### config.mk
export PLATFORM = sky130hd
export DESIGN_NAME = cicd_ctrl
export DESIGN_NICKNAME = d
export VERILOG_FILES = /design/src/rtl/core/cicd_pkg.sv /design/src/rtl/core/cicd_ctrl.sv
export VERILOG_INCLUDE_DIRS = /design/src /design/src/rtl/core
export SDC_FILE = /design/constraint.sdc
export NUM_CORES = 1
export LEC_CHECK = 0
export BUFFER_PORTS_ARGS = -buffer_cell sky130_fd_sc_hd__buf_2
export CELL_PAD_IN_SITES_DETAIL_PLACEMENT = 1
export CELL_PAD_IN_SITES_GLOBAL_PLACEMENT = 1
export CORE_MARGIN = 2
export CORE_UTILIZATION = 39
export DETAILED_ROUTE_END_ITERATION = 16
export GPL_TIMING_DRIVEN = 1
export PLACE_DENSITY_LB_ADDON = 0.1
export RECOVER_POWER = 50
export SLEW_MARGIN = 20
export SYNTH_ARGS = -nofsm -noshare
export SYNTH_HDL_FRONTEND = slang
export SYNTH_SLANG_ARGS = --single-unit
### constraint.sdc
create_clock -name clk -period 3.9 [get_ports clk]
set_input_delay 0.78 -clock clk [delete_from_list [all_inputs] [get_ports clk]]
set_output_delay 0.78 -clock clk [all_outputs]
set_load 0.02 [all_outputs]
### src/rtl/core/cloud_in_cell_deposit_unit_macros.svh
// ----------------------------------------------------------------------------
// cloud in cell deposit unit assertion macros
// concurrent assertion forms for the deposit unit controller
// ----------------------------------------------------------------------------
`ifndef CLOUD_IN_CELL_DEPOSIT_UNIT_MACROS_SVH
`define CLOUD_IN_CELL_DEPOSIT_UNIT_MACROS_SVH

// same-cycle implication, disabled during reset
`define CICD_ASSERT_SAME(label, clk, rst_n, ante, cons, msg) \
label: assert property (@(posedge clk) disable iff (!rst_n) (ante) |-> (cons)) else $error(msg);

// next-cycle implication, disabled during reset
`define CICD_ASSERT_NEXT(label, clk, rst_n, ante, cons, msg) \
label: assert property (@(posedge clk) disable iff (!rst_n) (ante) |=> (cons)) else $error(msg);

`endif

### src/rtl/core/cicd_pkg.sv
// ----------------------------------------------------------------------------
// cicd_pkg
// constants, types and control structs of the cloud in cell deposit unit
// ----------------------------------------------------------------------------
package cicd_pkg;

    localparam int GRID_BITS_X   = 6;
    localparam int GRID_BITS_Y   = 6;
    localparam int POS_FRAC_BITS = 16;
    localparam int ACC_WIDTH     = 48;

    localparam int NX         = 1 << GRID_BITS_X;
    localparam int NY         = 1 << GRID_BITS_Y;
    localparam int ROW_STRIDE = NX + 1;
    localparam int NODE_COUNT = (NX + 1) * (NY + 1);
    localparam int NODE_AW    = $clog2(NODE_COUNT);

    localparam int POS_W    = POS_FRAC_BITS + 1;
    localparam int INDEX_W  = 13;
    localparam int SHIFT_X  = POS_FRAC_BITS - GRID_BITS_X;
    localparam int SHIFT_Y  = POS_FRAC_BITS - GRID_BITS_Y;
    localparam int OFF_X_W  = SHIFT_X + 1;
    localparam int OFF_Y_W  = SHIFT_Y + 1;
    localparam int WEIGHT_W = OFF_X_W + OFF_Y_W;

    localparam logic [POS_W-1:0]     POS_ONE = {1'b1, {POS_FRAC_BITS{1'b0}}};
    localparam logic [OFF_X_W-1:0]   CELL_W  = {1'b1, {SHIFT_X{1'b0}}};
    localparam logic [OFF_Y_W-1:0]   CELL_H  = {1'b1, {SHIFT_Y{1'b0}}};
    localparam logic [ACC_WIDTH-1:0] ACC_MAX = {ACC_WIDTH{1'b1}};

    localparam logic KIND_DEPOSIT = 1'b0;
    localparam logic KIND_READ    = 1'b1;

    // corner of the cell being updated, named by x then y side
    typedef enum logic [1:0] {
        NODE_00 = 2'b00,
        NODE_10 = 2'b01,
        NODE_01 = 2'b10,
        NODE_11 = 2'b11
    } corner_t;

    typedef struct packed {
        logic    load;
        logic    clear_step;
        logic    rd_node;
        logic    wr_node;
        logic    rd_index;
        logic    out_load;
        corner_t corner;
    } cmd_t;

    typedef struct packed {
        logic clear_last;
        logic out_busy;
    } status_t;

endpackage

### src/rtl/core/cicd_ctrl.sv
// ----------------------------------------------------------------------------
// cicd_ctrl
// controller: reset clearing sweep, four-corner read-modify-write sequence
// and read-and-clear sequence
// ----------------------------------------------------------------------------
`include "cloud_in_cell_deposit_unit_macros.svh"

module cicd_ctrl (
    input  logic               clk,
    input  logic               rst_n,
    input  logic               in_valid,
    input  logic               kind,
    input  cicd_pkg::status_t  status,
    output logic               in_ready,
    output cicd_pkg::cmd_t     cmd
);

    typedef enum logic [5:0] {
        S_CLEAR  = 6'b000001,
        S_IDLE   = 6'b000010,
        S_DEP_RD = 6'b000100,
        S_DEP_WR = 6'b001000,
        S_RD_RD  = 6'b010000,
        S_RD_WR  = 6'b100000
    } state_t;

    state_t             state_reg, state_next;
    cicd_pkg::corner_t  corner_reg, corner_next;
    logic               accept;

    assign in_ready = (state_reg == S_IDLE);
    assign accept   = in_valid && in_ready;

    always_comb
    begin
        state_next     = state_reg;
        corner_next    = corner_reg;
        cmd            = '0;
        cmd.corner     = corner_reg;
        unique case (state_reg)
            S_CLEAR:
            begin
                cmd.clear_step = 1'b1;
                if (status.clear_last)
                begin
                    state_next = S_IDLE;
                end
            end
            S_IDLE:
            begin
                if (accept)
                begin
                    cmd.load    = 1'b1;
                    corner_next = cicd_pkg::NODE_00;
                    state_next  = (kind == cicd_pkg::KIND_READ) ? S_RD_RD : S_DEP_RD;
                end
            end
            S_DEP_RD:
            begin
                cmd.rd_node = 1'b1;
                state_next  = S_DEP_WR;
            end
            S_DEP_WR:
            begin
                cmd.wr_node = 1'b1;
                unique case (corner_reg)
                    cicd_pkg::NODE_00:
                    begin
                        corner_next = cicd_pkg::NODE_10;
                        state_next  = S_DEP_RD;
                    end
                    cicd_pkg::NODE_10:
                    begin
                        corner_next = cicd_pkg::NODE_01;
                        state_next  = S_DEP_RD;
                    end
                    cicd_pkg::NODE_01:
                    begin
                        corner_next = cicd_pkg::NODE_11;
                        state_next  = S_DEP_RD;
                    end
                    cicd_pkg::NODE_11:
                    begin
                        state_next = S_IDLE;
                    end
                    default:
                    begin
                        state_next = S_IDLE;
                    end
                endcase
            end
            S_RD_RD:
            begin
                cmd.rd_index = 1'b1;
                state_next   = S_RD_WR;
            end
            S_RD_WR:
            begin
                if (!status.out_busy)
                begin
                    cmd.out_load = 1'b1;
                    state_next   = S_IDLE;
                end
            end
            default:
            begin
                state_next = S_IDLE;
            end
        endcase
    end

    always_ff @(posedge clk or negedge rst_n)
    begin
        if (!rst_n)
        begin
            state_reg  <= S_CLEAR;
            corner_reg <= cicd_pkg::NODE_00;
        end
        else
        begin
            state_reg  <= state_next;
            corner_reg <= corner_next;
        end
    end

    `CICD_ASSERT_NEXT(a_deposit_starts, clk, rst_n, accept && (kind == cicd_pkg::KIND_DEPOSIT), (state_reg == S_DEP_RD) && (corner_reg == cicd_pkg::NODE_00), "deposit word did not start at first corner")
    `CICD_ASSERT_NEXT(a_last_corner_ends, clk, rst_n, (state_reg == S_DEP_WR) && (corner_reg == cicd_pkg::NODE_11), state_reg == S_IDLE, "deposit did not end after last corner")
    `CICD_ASSERT_NEXT(a_read_done, clk, rst_n, (state_reg == S_RD_WR) && !status.out_busy, state_reg == S_IDLE, "read word not retired when output free")
    `CICD_ASSERT_SAME(a_no_load_busy, clk, rst_n, cmd.out_load, !status.out_busy, "output word overwritten while waiting")

endmodule
==> metrics <==
Synth top area share=31.7%; synthesized area=552 µm²; Worst R2R End=corner_reg[1]; Clock Path Buffers=2; post-synthesis cell count=61; vias per std cell=5.70; Die Wd=41.6 µm; yosys warns=0; hold crit path type=input port to asynchronous set/reset pin; max-cap violations=0; number of global-route vias before repair=509; CTS tree=done; final worst path period need=2530 ps; number of synthesized flops with an enable pin=0; r2r startpoint=state_reg[5]; Critical Path Fanout Max=7; pin count of the biggest net entering global routing=9; Synth async-reset ratio=100%; clock slew at the register clock pins of the worst setup and hold paths=70 ps; CTS sink cnt=8; most common cell in the netlist=nor2_1; Leakage=0.340 nW; Final #Nets=89; routed vias=530; # resized after CTS=0; Yosys reg bits=8; unrepaired setup endpoints after global routing=no; Worst EP required=3120 ps; wire per inst=15.2 µm; CP startpoint kind=flop; total track usage=19.5%; leading area contributor after synthesis=dfrtp_1; first-pass GRT wire length=2.51 mm; Starting Density=41.9%; core area=1320 µm²; Die Height=41.6 µm; drt pass-1 iters=5; Hold Fails Final Rpt=0; Worst Tran Pin Value=501 ps; share of cells above drive strength 1=21.8%; achievable clock frequency=0.395 GHz; Critical path origin=state_reg[5]; post-route setup TNS=0 ps; Worst slew margin=66.4%; net switching fraction of the power=47.6%; net count after synthesis=71; Pwr per Cell Area=711 nW/µm²; Hold-fix buffers, CTS=0; CP endpoint kind=output pin; sequential power share=31.5%; Antenna Nets Post-Route=0; R2R depth=4; I/O Buffers=14; Main synth FF type=dfrtp_1; Num CTS Buffers=3; H-tree levels=1; setup slack, reg-to-reg=2080 ps; GP Congestion=0.714; Hold Slack=421 ps; worst skew pair latency=270 ps; register area share after synthesis=36.5%; Slew Limit Fails=0; area delta synth->final=19.5%; initial antenna violation count=0; Gate power share=53.2%; Post-CTS Setup Inserts=0; row cnt=13; Fin Clk Skew=15.8 ps; kind of critical path=flop to output pin; Detail Placement HPWL=1.07 mm; fin crit share=65.0%; grt total ovfl=0; initial detailed-routing violation count=10; I/O pin count=15; leading post-synthesis cells by cell area=dfrtp_1 (32%), ha_1 (9.1%), nor2_1 (5.4%), dfstp_2 (4.8%), inv_1 (4.8%); CP arrival=1750 ps; worst vdd ir=303 µV; Clk pwr share=15.4%; final setup violation count=0; wirelength, routed=1.41 mm; max FFs per register=6; status=finished, final reports clean; DIE AREA=1730 µm²; Pint=0.246 mW; Clock Root Buffer=clkbuf_4; synth cell count leaders=nor2_1 (8), dfrtp_1 (7), inv_1 (7); diode count=0; Synth cell types=30; sw power=0.223 mW; # DRC=0; synthesized area per cell=9.05 µm²
-- how the worst max path moves through the flow --
stage / cells past startpoint / to
2_1_floorplan: 2 / cmd[5]
3_3_place_gp: 4 / cmd[4]
3_5_place_dp: 4 / cmd[4]
4_1_cts: 4 / cmd[4]
5_1_grt: 4 / cmd[4]
6_report: 4 / cmd[4]
-- power groups by stage --
stage	registers, mW	clock network (mW)	logic (mW)
after detailed placement	0.149	0	0.250
after global placement	0.146	0	0.247
after global routing	0.155	0.0825	0.276
final	0.147	0.0720	0.249
after floorplan	0.141	0	0.184
after CTS	0.148	0.0765	0.252
-- logic make-up after synthesis --
family          after synthesis  share of synthesized area (%)
compound gates               13                           19.0
xor+xnor                      1                           1.59
fa+ha+maj                     4                           9.07
buf+inv                       8                           5.67
flops                         8                           36.5
simple gates                 27                           28.1
-- layer usage --
layer / GRT usage (%) / vias to the layer above / part of all wire (%)
met5: 0 / - / 0
met2: 25.3 / 12 / 42
li1: - / 262 / -
met3: 7.83 / 4 / 5.4
met1: 28.4 / 252 / 51
met4: 7.74 / 0 / 1.8
-- worst max-delay path, cell delays in order (launching register included) --
cell     delay (ps)
dfrtp_1         440
or3_1           410
or2_0           380
inv_1            90
buf_2           160
-- stage by stage --
stage          power, mW  setup WS, ps  area, µm²  utilization (%)  instances
2_1_floorplan      0.324          1690        552                -         61
3_3_place_gp       0.393          1690        636             48.2         89
3_5_place_dp       0.399          1650        636             48.2         89
4_1_cts            0.476          1360        662             50.2         93
5_1_grt            0.514          1270        659             50.0         93
6_report           0.469          1370        659             50.0         93
-- layout make-up --
class	instances	area, µm²
fillers	170	658
multi-input cells	45	319
flip-flops and latches	8	201
repair buffers	14	67.6
clock buffers	4	26.3
inverters	7	26.3
well taps	15	18.8
-- layout by cell type (no fill, tap or decap), types with 2 or more instances in the layout --
cell      synthesis  routed
buf_2             1      12
nor2_1            8       8
inv_1             7       7
dfrtp_1           7       7
nor3_1            5       5
ha_1              4       4
o31ai_1           3       3
clkbuf_4          0       3
clkbuf_1          0       3
nand4b_1          2       2
and3_1            2       2
o22ai_1           2       2
Power figures use the tool's default switching activity.
